`src/hw/rtl/tvsf_pkg.sv`:
```
// Shared types and constants for the TLB victim select and fill block.
// No dependencies; imported by every module of the block.
package tvsf_pkg;

    localparam int ENTRIES_DEF = 64;
    localparam int LOCK_IDX_W  = 6;
    localparam int ENTRY_IDX_W = 6;
    localparam int ADDR_W      = 32;
    localparam int PAGE_OFS_W  = 12;
    localparam int REQ_W       = 2;
    localparam int STATUS_W    = 2;
    localparam int IN_DATA_W   = 80;
    localparam int OUT_DATA_W  = 80;

    localparam logic [REQ_W-1:0] REQ_TICK    = 2'd0;
    localparam logic [REQ_W-1:0] REQ_LOCK    = 2'd1;
    localparam logic [REQ_W-1:0] REQ_REPLACE = 2'd2;

    localparam logic [STATUS_W-1:0] ST_OK         = 2'd0;
    localparam logic [STATUS_W-1:0] ST_ALL_LOCKED = 2'd1;
    localparam logic [STATUS_W-1:0] ST_BAD_KIND   = 2'd2;

    typedef struct packed {
        logic idle;
        logic done;
        logic found;
    } t_scan_stat;

endpackage

```
`src/hw/rtl/tvsf_lock_file.sv`:
```
// Per-entry lock bits in flip-flops, cleared by reset, with one read port.
// Depends on tvsf_pkg.
module tvsf_lock_file #(
    parameter int ENTRIES = tvsf_pkg::ENTRIES_DEF,
    parameter int PW      = $clog2(ENTRIES)
) (
    input  logic                            i_clk,
    input  logic                            i_rst_n,
    input  logic                            i_set,
    input  logic [tvsf_pkg::LOCK_IDX_W-1:0] i_set_idx,
    input  logic [PW-1:0]                   i_rd_idx,
    output logic                            o_locked
);
    import tvsf_pkg::*;

    localparam int IW = (PW > LOCK_IDX_W) ? PW : LOCK_IDX_W;

    logic [ENTRIES-1:0] r_lock;
    logic [IW-1:0]      w_set_ext;
    logic               w_set_ok;

    assign w_set_ext = IW'(i_set_idx);
    assign w_set_ok  = (32'(i_set_idx) < 32'(ENTRIES));

    always_ff @(posedge i_clk) begin
        if (!i_rst_n) begin
            r_lock <= '0;
        end else if (i_set && w_set_ok) begin
            r_lock[w_set_ext[PW-1:0]] <= 1'b1;
        end
    end

    assign o_locked = r_lock[i_rd_idx];

endmodule

```
`src/hw/rtl/tvsf_scan_ctrl.sv`:
```
// Victim pointer and scan sequencer: steps one entry per cycle through the lock bits.
// Depends on tvsf_pkg.
module tvsf_scan_ctrl #(
    parameter int ENTRIES = tvsf_pkg::ENTRIES_DEF,
    parameter int PW      = $clog2(ENTRIES)
) (
    input  logic                 i_clk,
    input  logic                 i_rst_n,
    input  logic                 i_tick,
    input  logic                 i_replace,
    input  logic                 i_ack,
    input  logic                 i_locked,
    output logic [PW-1:0]        o_scan_idx,
    output tvsf_pkg::t_scan_stat o_stat
);
    import tvsf_pkg::*;

    typedef enum logic [2:0] {
        S_IDLE = 3'b001,
        S_SCAN = 3'b010,
        S_DONE = 3'b100
    } t_state;

    localparam logic [PW-1:0] LAST = PW'(ENTRIES - 1);

    t_state        r_state, n_state;
    logic [PW-1:0] r_ptr, n_ptr;
    logic [PW-1:0] r_scan, n_scan;
    logic [PW-1:0] r_cnt, n_cnt;
    logic          r_found, n_found;

    function automatic logic [PW-1:0] f_next(input logic [PW-1:0] p);
        return (p == LAST) ? '0 : p + 1'b1;
    endfunction

    always_comb begin
        n_state = r_state;
        n_ptr   = r_ptr;
        n_scan  = r_scan;
        n_cnt   = r_cnt;
        n_found = r_found;
        unique case (r_state)
            S_IDLE: begin
                if (i_tick) begin
                    n_ptr = f_next(r_ptr);
                end
                if (i_replace) begin
                    n_scan  = r_ptr;
                    n_cnt   = '0;
                    n_state = S_SCAN;
                end
            end
            S_SCAN: begin
                if (!i_locked) begin
                    n_found = 1'b1;
                    n_ptr   = r_scan;
                    n_state = S_DONE;
                end else if (r_cnt == LAST) begin
                    n_found = 1'b0;
                    n_state = S_DONE;
                end else begin
                    n_scan = f_next(r_scan);
                    n_cnt  = r_cnt + 1'b1;
                end
            end
            S_DONE: begin
                if (i_ack) begin
                    n_state = S_IDLE;
                end
            end
            default: begin
                n_state = S_IDLE;
            end
        endcase
    end

    always_ff @(posedge i_clk) begin
        if (!i_rst_n) begin
            r_state <= S_IDLE;
            r_ptr   <= '0;
            r_found <= 1'b0;
        end else begin
            r_state <= n_state;
            r_ptr   <= n_ptr;
            r_found <= n_found;
        end
    end

    always_ff @(posedge i_clk) begin
        r_scan <= n_scan;
        r_cnt  <= n_cnt;
    end

    assign o_scan_idx   = r_scan;
    assign o_stat.idle  = (r_state == S_IDLE);
    assign o_stat.done  = (r_state == S_DONE);
    assign o_stat.found = r_found;

endmodule

```
`src/hw/rtl/tlb_victim_select_and_fill_top.sv`:
```
// TLB victim select and fill: round-robin victim pointer with per-entry locks.
// Tick and lock words take effect in the cycle they are accepted; ready stays high.
// Replace words scan one lock bit per cycle, starting at the victim pointer; ready stays low
// through the scan and returns once the result is registered, so a new replace word is taken only
// after the last one is through; a held result stalls the next replace after its scan.
// Synchronous active-low reset clears the pointer, all lock bits and the output valid flag.
// Depends on tvsf_pkg, tvsf_lock_file, tvsf_scan_ctrl.
module tlb_victim_select_and_fill_top #(
    parameter int ENTRIES = tvsf_pkg::ENTRIES_DEF
) (
    input  logic                            i_clk,
    input  logic                            i_rst_n,
    input  logic                            s_axis_tvalid,
    output logic                            s_axis_tready,
    // lock_index[5:0], virt_addr[37:6], phys_addr[69:38], exec_bit[70], write_bit[71],
    // io_bit[72], zero pad
    input  logic [tvsf_pkg::IN_DATA_W-1:0]  s_axis_tdata,
    // req_type[1:0]
    input  logic [tvsf_pkg::REQ_W-1:0]      s_axis_tuser,
    output logic                            m_axis_tvalid,
    input  logic                            m_axis_tready,
    // entry_index[5:0], virt_page_addr[37:6], phys_page_addr[69:38], writable[70],
    // executable[71], cachable[72], zero pad
    output logic [tvsf_pkg::OUT_DATA_W-1:0] m_axis_tdata,
    // status[1:0]
    output logic [tvsf_pkg::STATUS_W-1:0]   m_axis_tuser
);
    import tvsf_pkg::*;

    localparam int PW  = $clog2(ENTRIES);
    localparam int PAD = OUT_DATA_W - (ENTRY_IDX_W + 2 * ADDR_W + 3);

    logic                   w_in_acc;
    logic [LOCK_IDX_W-1:0]  w_lock_idx;
    logic [ADDR_W-1:0]      w_va, w_pa;
    logic                   w_fx, w_fw, w_fi;
    logic                   w_tick, w_lock, w_replace, w_ack;
    logic                   w_locked;
    logic [PW-1:0]          w_scan_idx;
    t_scan_stat             w_stat;

    logic [ADDR_W-1:0]      r_va, r_pa;
    logic                   r_fx, r_fw, r_fi;

    logic                   r_out_valid;
    logic [OUT_DATA_W-1:0]  r_out_data, n_out_data;
    logic [STATUS_W-1:0]    r_out_user, n_out_user;

    assign w_lock_idx = s_axis_tdata[5:0];
    assign w_va       = s_axis_tdata[37:6];
    assign w_pa       = s_axis_tdata[69:38];
    assign w_fx       = s_axis_tdata[70];
    assign w_fw       = s_axis_tdata[71];
    assign w_fi       = s_axis_tdata[72];

    assign s_axis_tready = w_stat.idle;
    assign w_in_acc      = s_axis_tvalid && s_axis_tready;
    assign w_tick        = w_in_acc && (s_axis_tuser == REQ_TICK);
    assign w_lock        = w_in_acc && (s_axis_tuser == REQ_LOCK);
    assign w_replace     = w_in_acc && (s_axis_tuser == REQ_REPLACE);
    assign w_ack         = w_stat.done && (!r_out_valid || m_axis_tready);

    tvsf_lock_file #(
        .ENTRIES (ENTRIES),
        .PW      (PW)
    ) u_lock_file (
        .i_clk     (i_clk),
        .i_rst_n   (i_rst_n),
        .i_set     (w_lock),
        .i_set_idx (w_lock_idx),
        .i_rd_idx  (w_scan_idx),
        .o_locked  (w_locked)
    );

    tvsf_scan_ctrl #(
        .ENTRIES (ENTRIES),
        .PW      (PW)
    ) u_scan_ctrl (
        .i_clk      (i_clk),
        .i_rst_n    (i_rst_n),
        .i_tick     (w_tick),
        .i_replace  (w_replace),
        .i_ack      (w_ack),
        .i_locked   (w_locked),
        .o_scan_idx (w_scan_idx),
        .o_stat     (w_stat)
    );

    // hold the miss word while the scan runs
    always_ff @(posedge i_clk) begin
        if (w_replace) begin
            r_va <= w_va;
            r_pa <= w_pa;
            r_fx <= w_fx;
            r_fw <= w_fw;
            r_fi <= w_fi;
        end
    end

    always_comb begin
        logic [ADDR_W-1:0] vpa;
        logic [ADDR_W-1:0] ppa;
        vpa = {r_va[ADDR_W-1:PAGE_OFS_W], {PAGE_OFS_W{1'b0}}};
        ppa = {r_pa[ADDR_W-1:PAGE_OFS_W], {PAGE_OFS_W{1'b0}}};
        n_out_data = '0;
        n_out_user = ST_OK;
        priority if (!w_stat.found) begin
            n_out_user = ST_ALL_LOCKED;
        end else if (r_fx) begin
            n_out_data = {{PAD{1'b0}}, 1'b1, 1'b1, 1'b1, ppa, vpa, ENTRY_IDX_W'(w_scan_idx)};
        end else if (r_fw) begin
            n_out_data = {{PAD{1'b0}}, 1'b1, 1'b0, 1'b1, ppa, vpa, ENTRY_IDX_W'(w_scan_idx)};
        end else if (r_fi) begin
            n_out_data = {{PAD{1'b0}}, 1'b0, 1'b0, 1'b0, ppa, vpa, ENTRY_IDX_W'(w_scan_idx)};
        end else begin
            n_out_user = ST_BAD_KIND;
        end
    end

    always_ff @(posedge i_clk) begin
        if (!i_rst_n) begin
            r_out_valid <= 1'b0;
        end else if (w_ack) begin
            r_out_valid <= 1'b1;
        end else if (m_axis_tready) begin
            r_out_valid <= 1'b0;
        end
    end

    always_ff @(posedge i_clk) begin
        if (w_ack) begin
            r_out_data <= n_out_data;
            r_out_user <= n_out_user;
        end
    end

    assign m_axis_tvalid = r_out_valid;
    assign m_axis_tdata  = r_out_data;
    assign m_axis_tuser  = r_out_user;

endmodule

```
`config.mk`:
```
export PLATFORM = sky130hd
export DESIGN_NAME = tlb_victim_select_and_fill_top
export DESIGN_NICKNAME = d
export VERILOG_FILES = /design/src/hw/rtl/tvsf_pkg.sv /design/src/hw/rtl/tvsf_lock_file.sv /design/src/hw/rtl/tvsf_scan_ctrl.sv /design/src/hw/rtl/tlb_victim_select_and_fill_top.sv
export SDC_FILE = /design/constraint.sdc
export NUM_CORES = 1
export LEC_CHECK = 0
export BUFFER_PORTS_ARGS = -buffer_cell sky130_fd_sc_hd__clkbuf_2
export CAP_MARGIN = 20
export CORE_MARGIN = 3
export CORE_UTILIZATION = 56
export DETAILED_ROUTE_END_ITERATION = 8
export PLACE_DENSITY = 0.9
export SLEW_MARGIN = 5
export SYNTH_ARGS = -nofsm -noshare
export SYNTH_HDL_FRONTEND = slang
export SYNTH_SLANG_ARGS = --single-unit
```
`constraint.sdc`:
```
create_clock -name i_clk -period 6.2 [get_ports i_clk]
set_clock_uncertainty 0.1 [all_clocks]
set_input_delay 1.24 -clock i_clk [delete_from_list [all_inputs] [get_ports i_clk]]
set_output_delay 1.24 -clock i_clk [all_outputs]
set_load 0.005 [all_outputs]
```
Word-level counts from Yosys, hierarchy flattened:

Cells that the tools add are included.

* flip-flop bits (word level): 236
* latch bits: 0
* RAM bits: 0
* memory bits (read-only): 0
* output and inout port bits: 84
* memories kept: 0

* add/subtract/negate cells: 3
* $mul: 0
* div/mod/pow operators: 0
* order comparisons: 3
* equal/unequal tests: 16
* shift operators: 0
* muxes and demuxes: 32
* bitwise gates (word level): 2
* reductions and logical operators: 16

Operators with widths (number)
* $mux 73: 2
* $mux 70: 1
* $or 64x64->64: 1
* $mux 6: 10
* $pmux 6 s2: 3
* $add 6x1->6 const B: 3
* $eq 6x6->1 const B: 3
* $lt 6x7->1 const B: 2
* $mux 3: 4
* $pmux 3 s3: 1
* $mux 1: 8
* $ne 2x1->1 const B: 4
* $bmux 1 s6: 1
* $demux 1 s6: 1
* $ge 6x1->1 const B: 1
* $logic_and 1x1->1: 6
* $ne 2x2->1 const B: 3
* $reduce_and 3->1: 2
* $reduce_and 4->1: 1
* $reduce_bool 2->1: 2
* $eq 3x1->1 const B: 1
* $eq 3x2->1 const B: 1
* $eq 3x3->1 const B: 1
* $ne 3x3->1 const B: 1
* 9 further kinds: 9

Longest topological paths before layout:

* word-level depth: 5
* gate-level depth with buffers: 8
* depth with buffers taken out: 6

Modules after synthesis:

Synthesis repeated with hierarchy kept, for this count alone.

* cells, all modules: 618
* area, all modules: 7596.0 µm²

By module, submodules not included
* tlb_victim_select_and_fill_top: times used 1, cells each 196, area each 3488.3 µm², sequential area each 2812.7 µm²
* tvsf_lock_file: times used 1, cells each 294, area each 2912.8 µm², sequential area each 1281.2 µm²
* tvsf_scan_ctrl: times used 1, cells each 128, area each 1194.9 µm², sequential area each 560.5 µm²

Least setup slack after synthesis:

No wires, ideal clock.

* path type: input to register
* start: input port s_axis_tuser[0] (netlist bit)
* end: register u_scan_ctrl.r_scan[0], in the netlist u_scan_ctrl.o_scan_idx[0], enable pin
* library setup time: 396 ps
* data arrival time: 3840 ps
* required time: 5704 ps
* path slack: 1864 ps
* cell stages on the path: 4
* path buffers: 0
* path through: nor4b_1 and3_1 nor2_1 nor3_1

* cells in the longest elaborated chain, start to end: 4

Ends and longest elaborated chain
* start, declared: RTL line tlb_victim_select_and_fill_top.sv:19 `input logic [tvsf_pkg::REQ_W-1:0] s_axis_tuser,`
* $eq 2x2->1: RTL line tlb_victim_select_and_fill_top.sv:60 `assign w_replace = w_in_acc && (s_axis_tuser == REQ_REPLACE);`
* $logic_and 1x1->1: RTL line tlb_victim_select_and_fill_top.sv:60
* named net u_scan_ctrl.i_replace: RTL line tvsf_scan_ctrl.sv:10 `input logic i_replace,`
* $ne 2x1->1 (no source line)
* $reduce_and 4->1 (no source line)
* end signal, assigned: RTL line tvsf_scan_ctrl.sv:90 `r_scan <= n_scan;`
* end, declared: RTL line tvsf_scan_ctrl.sv:28 `logic [PW-1:0] r_scan, n_scan;`

The timed path passes the listed nets, and every way through them passes these cells.
A chain may end at the register's enable or synchronous reset.

Final worst setup path:

* start: input port s_axis_tuser[0] (netlist bit)
* end: register u_scan_ctrl.r_cnt[0], enable pin

* cells in the longest elaborated chain, start to end: 4

Ends and longest elaborated chain
* $eq 2x2->1: RTL line tlb_victim_select_and_fill_top.sv:60
* $logic_and 1x1->1: RTL line tlb_victim_select_and_fill_top.sv:60
* named net u_scan_ctrl.i_replace: RTL line tvsf_scan_ctrl.sv:10
* $ne 2x1->1 (no source line)
* $reduce_and 4->1 (no source line)
* end signal, assigned: RTL line tvsf_scan_ctrl.sv:91 `r_cnt <= n_cnt;`
* end, declared: RTL line tvsf_scan_ctrl.sv:29 `logic [PW-1:0] r_cnt, n_cnt;`

The timed path passes the listed nets, and every way through them passes these cells.

==> results summary <==
The flow ran to the end, and the final reports show no timing, DRC or antenna violations. The TritonCTS buffer count came out at 17. The number of levels the H-tree was split into came out at 4. The internal reg-to-reg setup slack came out at 3.05 ns. The total global routing overflow came out at 0. The routed design has 17200 um of wire. The peak ir drop on the vdd network is 0.188 mV. The tightest min-delay check is of the reg2reg type.

The total power is 2.38 mW. The power density over the cells is 276 nW/um^2. The power spent charging and discharging nets came out at 0.551 mW. The worst-path maximum fanout is 45. The total iterations of the first detailed-routing run is 6. The worst path in the final design needs a cycle of 3.36 ns, including I/O delays and setup. The final total negative setup slack came out at 0 ns.

The highest achievable clock rate is 297 MHz. For this run, the post-layout net count is 792. At the later pin of the worst-skew pair, clock insertion delay measures 0.43 ns.

The die area is 14900 sq um. The internal power of the cells is 1.83 mW. The number of gates resized after CTS was 0. The final worst slack came out at 2.84 ns.

The tool flagged a number of max-cap violations equal to 0. The leakage power is 3.19 nW. Counting along the longest clock path gives a buffer depth of 2. The number of placement rows is 41. The classification of the worst setup path is in2reg. The average via count per standard cell came out at 5.71.

The relative contribution of the clock network to total power came out at 0.431. The post-synthesis cell count is 600. The starting utilization of the core area came out at 0.586. The final non-filler cell area is 8620 sq um. The ratio of final minimum period to clock period is 0.542.

The share of total power in combinational logic came out at 0.033. The total global routing track utilization is 0.236. The arrival time at the worst endpoint is 3.39 ns. The count of endpoints failing setup in the final report came out at 0.

Setup repair after global routing left no endpoint under its margin. Once layout is complete, the cells apart from fillers number 888. The number of setup buffers added after CTS is 0. The synthesized area is 7550 sq um.

The sequential area share after synthesis came out at 0.617. The number of unique standard cell types used by synthesis came out at 56. The max-slew headroom at the worst pin is 0.303. Summed over all nets, the half-perimeter wirelength after detailed placement is 10900 um. The signed area change from the synthesized netlist to the final layout is 14.2%. The clock drives 180 sinks. The fraction of power spent switching nets is 0.231. The antenna diode instance count is 0. The area of the core region came out at 12900 sq um. The clock-pin slew on the worst setup and hold paths came out at 0.07 ns. The slew at the pin closest to its max-slew limit came out at 1.05 ns. The TritonCTS clock tree is done. The count of flip-flops with a built-in enable after synthesis came out at 105. The number of global-route vias before repair came out at 5040. The die span in y is 122 um. The dominant synthesized flop cell is sky130_fd_sc_hd__edfxtp_1. Final hold analysis gives a worst-case slack of 0.363 ns. The count of routing violations after the opening detailed-route iteration is 448. In this run, post-CTS hold repair placed 0 buffers. The number of ports placed on the die boundary came out at 170. The routed via count is 5069. The floorplan die width came out at 122 um. The total DRC errors in the routed layout is 0.

The mean cell area of the mapped netlist came out at 12.6 sq um. The number of input and output port buffers inserted came out at 107. The proportion of power drawn by flip-flops and latches is 0.536.

The placed instance count came out at 856. The post-detailed-route count of antenna-violating nets is 0. The worst setup path is captured at a flop. The number of register bits inferred by synthesis is 180. The category of the worst setup path launch point is a primary input.

The final-report max-slew violation count is 0. The total placed instance area came out at 8050 sq um. The final hold violation count is 0.

The count of warnings emitted by yosys is 0. The cell at the root of the clock tree is sky130_fd_sc_hd__clkbuf_16. Entering global routing, the biggest net connects 79 pins. The number of antenna violations at the first check in global routing is 0.

The utilization after layout came out at 0.669. The first global-routing pass estimated 26400 um of wire. The placement-stage worst setup slack came out at 2.51 ns. The fraction of synthesis flops using an asynchronous set or reset pin is 0. The data required time of the worst path is 6.23 ns.

The mean routed wirelength per cell is 19.4 um. The final RePlAce weighted congestion is 0.847. The share of layout cells above drive strength 1 came out at 0.233.
[cell usage in the layout (no fill, tap or decap), drive strengths merged, types with 11 or more instances in the layout]
cell,count
edfxtp,105
nor2,51
clkbuf,124
nand3,14
and2,55
conb,31
nor2b,37
nand2,25
o21ai,11
o21a,33
mux4,14
a21oi,36
dfxtp,75
[routing by layer]
layer  wire (um)  vias to the layer above  GRT usage
met5           0                        -          0
met4         491                        0      0.104
met3        1490                       52     0.0622
met2        8770                      290      0.416
met1        6460                     2430      0.270
li1            -                     2297          -
[power groups by stage]
stage	clock network (mW)	logic, mW	registers, mW
global placement	0	0.0715	1.30
CTS	1.04	0.0778	1.28
global route	1.09	0.0863	1.28
finish	1.03	0.0788	1.28
detailed placement	0	0.0762	1.30
floorplan	0	0.0641	1.30
[registers in the layout (all words and copies together) (netlist names)]
name / count
r_fw: 1
r_va: 20
u_scan_ctrl.r_ptr: 6
u_scan_ctrl.r_cnt: 6
u_scan_ctrl.r_found: 1
m_axis_tvalid: 1
r_fx: 1
m_axis_tuser: 2
u_scan_ctrl.r_state: 3
r_fi: 1
u_scan_ctrl.o_scan_idx: 6
m_axis_tdata: 48
u_lock_file.r_lock: 64
r_pa: 20
[cells in the mapped netlist (4+ instances only)]
library cell               instances  area (sq um)
sky130_fd_sc_hd__o22ai_1           4          25.0
sky130_fd_sc_hd__nand3_1          12          60.1
sky130_fd_sc_hd__nor2_1           51           191
sky130_fd_sc_hd__buf_6             6          67.6
sky130_fd_sc_hd__o21a_1           33           248
sky130_fd_sc_hd__and2_1           53           332
sky130_fd_sc_hd__nand2b_1          5          31.3
sky130_fd_sc_hd__nand2_1          25          93.8
sky130_fd_sc_hd__a21oi_1          35           175
sky130_fd_sc_hd__edfxtp_1        105          3150
sky130_fd_sc_hd__or3b_2            4          35.0
sky130_fd_sc_hd__nor2b_1          37           231
sky130_fd_sc_hd__o21ai_0          10          50.1
sky130_fd_sc_hd__nor3b_1           6          45.0
sky130_fd_sc_hd__nor3_1            8          40.0
sky130_fd_sc_hd__buf_4            32           240
sky130_fd_sc_hd__mux2i_1           8          80.1
sky130_fd_sc_hd__dfxtp_1          75          1500
sky130_fd_sc_hd__mux4_1           12           315
sky130_fd_sc_hd__xor2_1            5          43.8
sky130_fd_sc_hd__and3_1            5          31.3
sky130_fd_sc_hd__clkbuf_1         17          63.8
[worst max-delay path, cell delays in order]
cell                       delay [ns]
sky130_fd_sc_hd__clkbuf_2        0.09
sky130_fd_sc_hd__nor4b_1         0.49
sky130_fd_sc_hd__and3_2          0.99
sky130_fd_sc_hd__nor2_1          0.12
sky130_fd_sc_hd__nor3_1          0.22
sky130_fd_sc_hd__buf_4           0.23
[layout make-up]
type | instances | area, sq um
flip-flops and latches | 180 | 4650
fillers | 851 | 4260
multi-input cells | 389 | 2590
repair buffers | 114 | 588
clock buffers | 17 | 425
well taps | 172 | 215
clock inverters | 15 | 139
inverters | 1 | 3.75
[logic make-up (layout without fill, tap and decap cells)]
kind of cell	count (synthesis)	in the layout	synth area share
buffers and inverters	61	147	0.0562
XOR/XNOR	8	8	0.00928
multiplexers	25	25	0.0628
flip-flops	180	180	0.617
AO/OA/AOI/OAI	99	99	0.0859
other	1	31	0.000497
adder cells (fa/ha/maj)	3	3	0.00497
AND/OR/NAND/NOR	223	223	0.164
[final timing paths]
path	from	cells after the start	endpoint
worst max-delay path	s_axis_tuser[0]	6	u_scan_ctrl.r_cnt[0]
worst min-delay path	u_lock_file.r_lock[10]	1	u_lock_file.r_lock[10]
worst max register to register	u_scan_ctrl.o_scan_idx[0]	8	u_scan_ctrl.r_cnt[0]
worst min register to register	u_lock_file.r_lock[10]	1	u_lock_file.r_lock[10]
(Power assumes the default switching activity.)
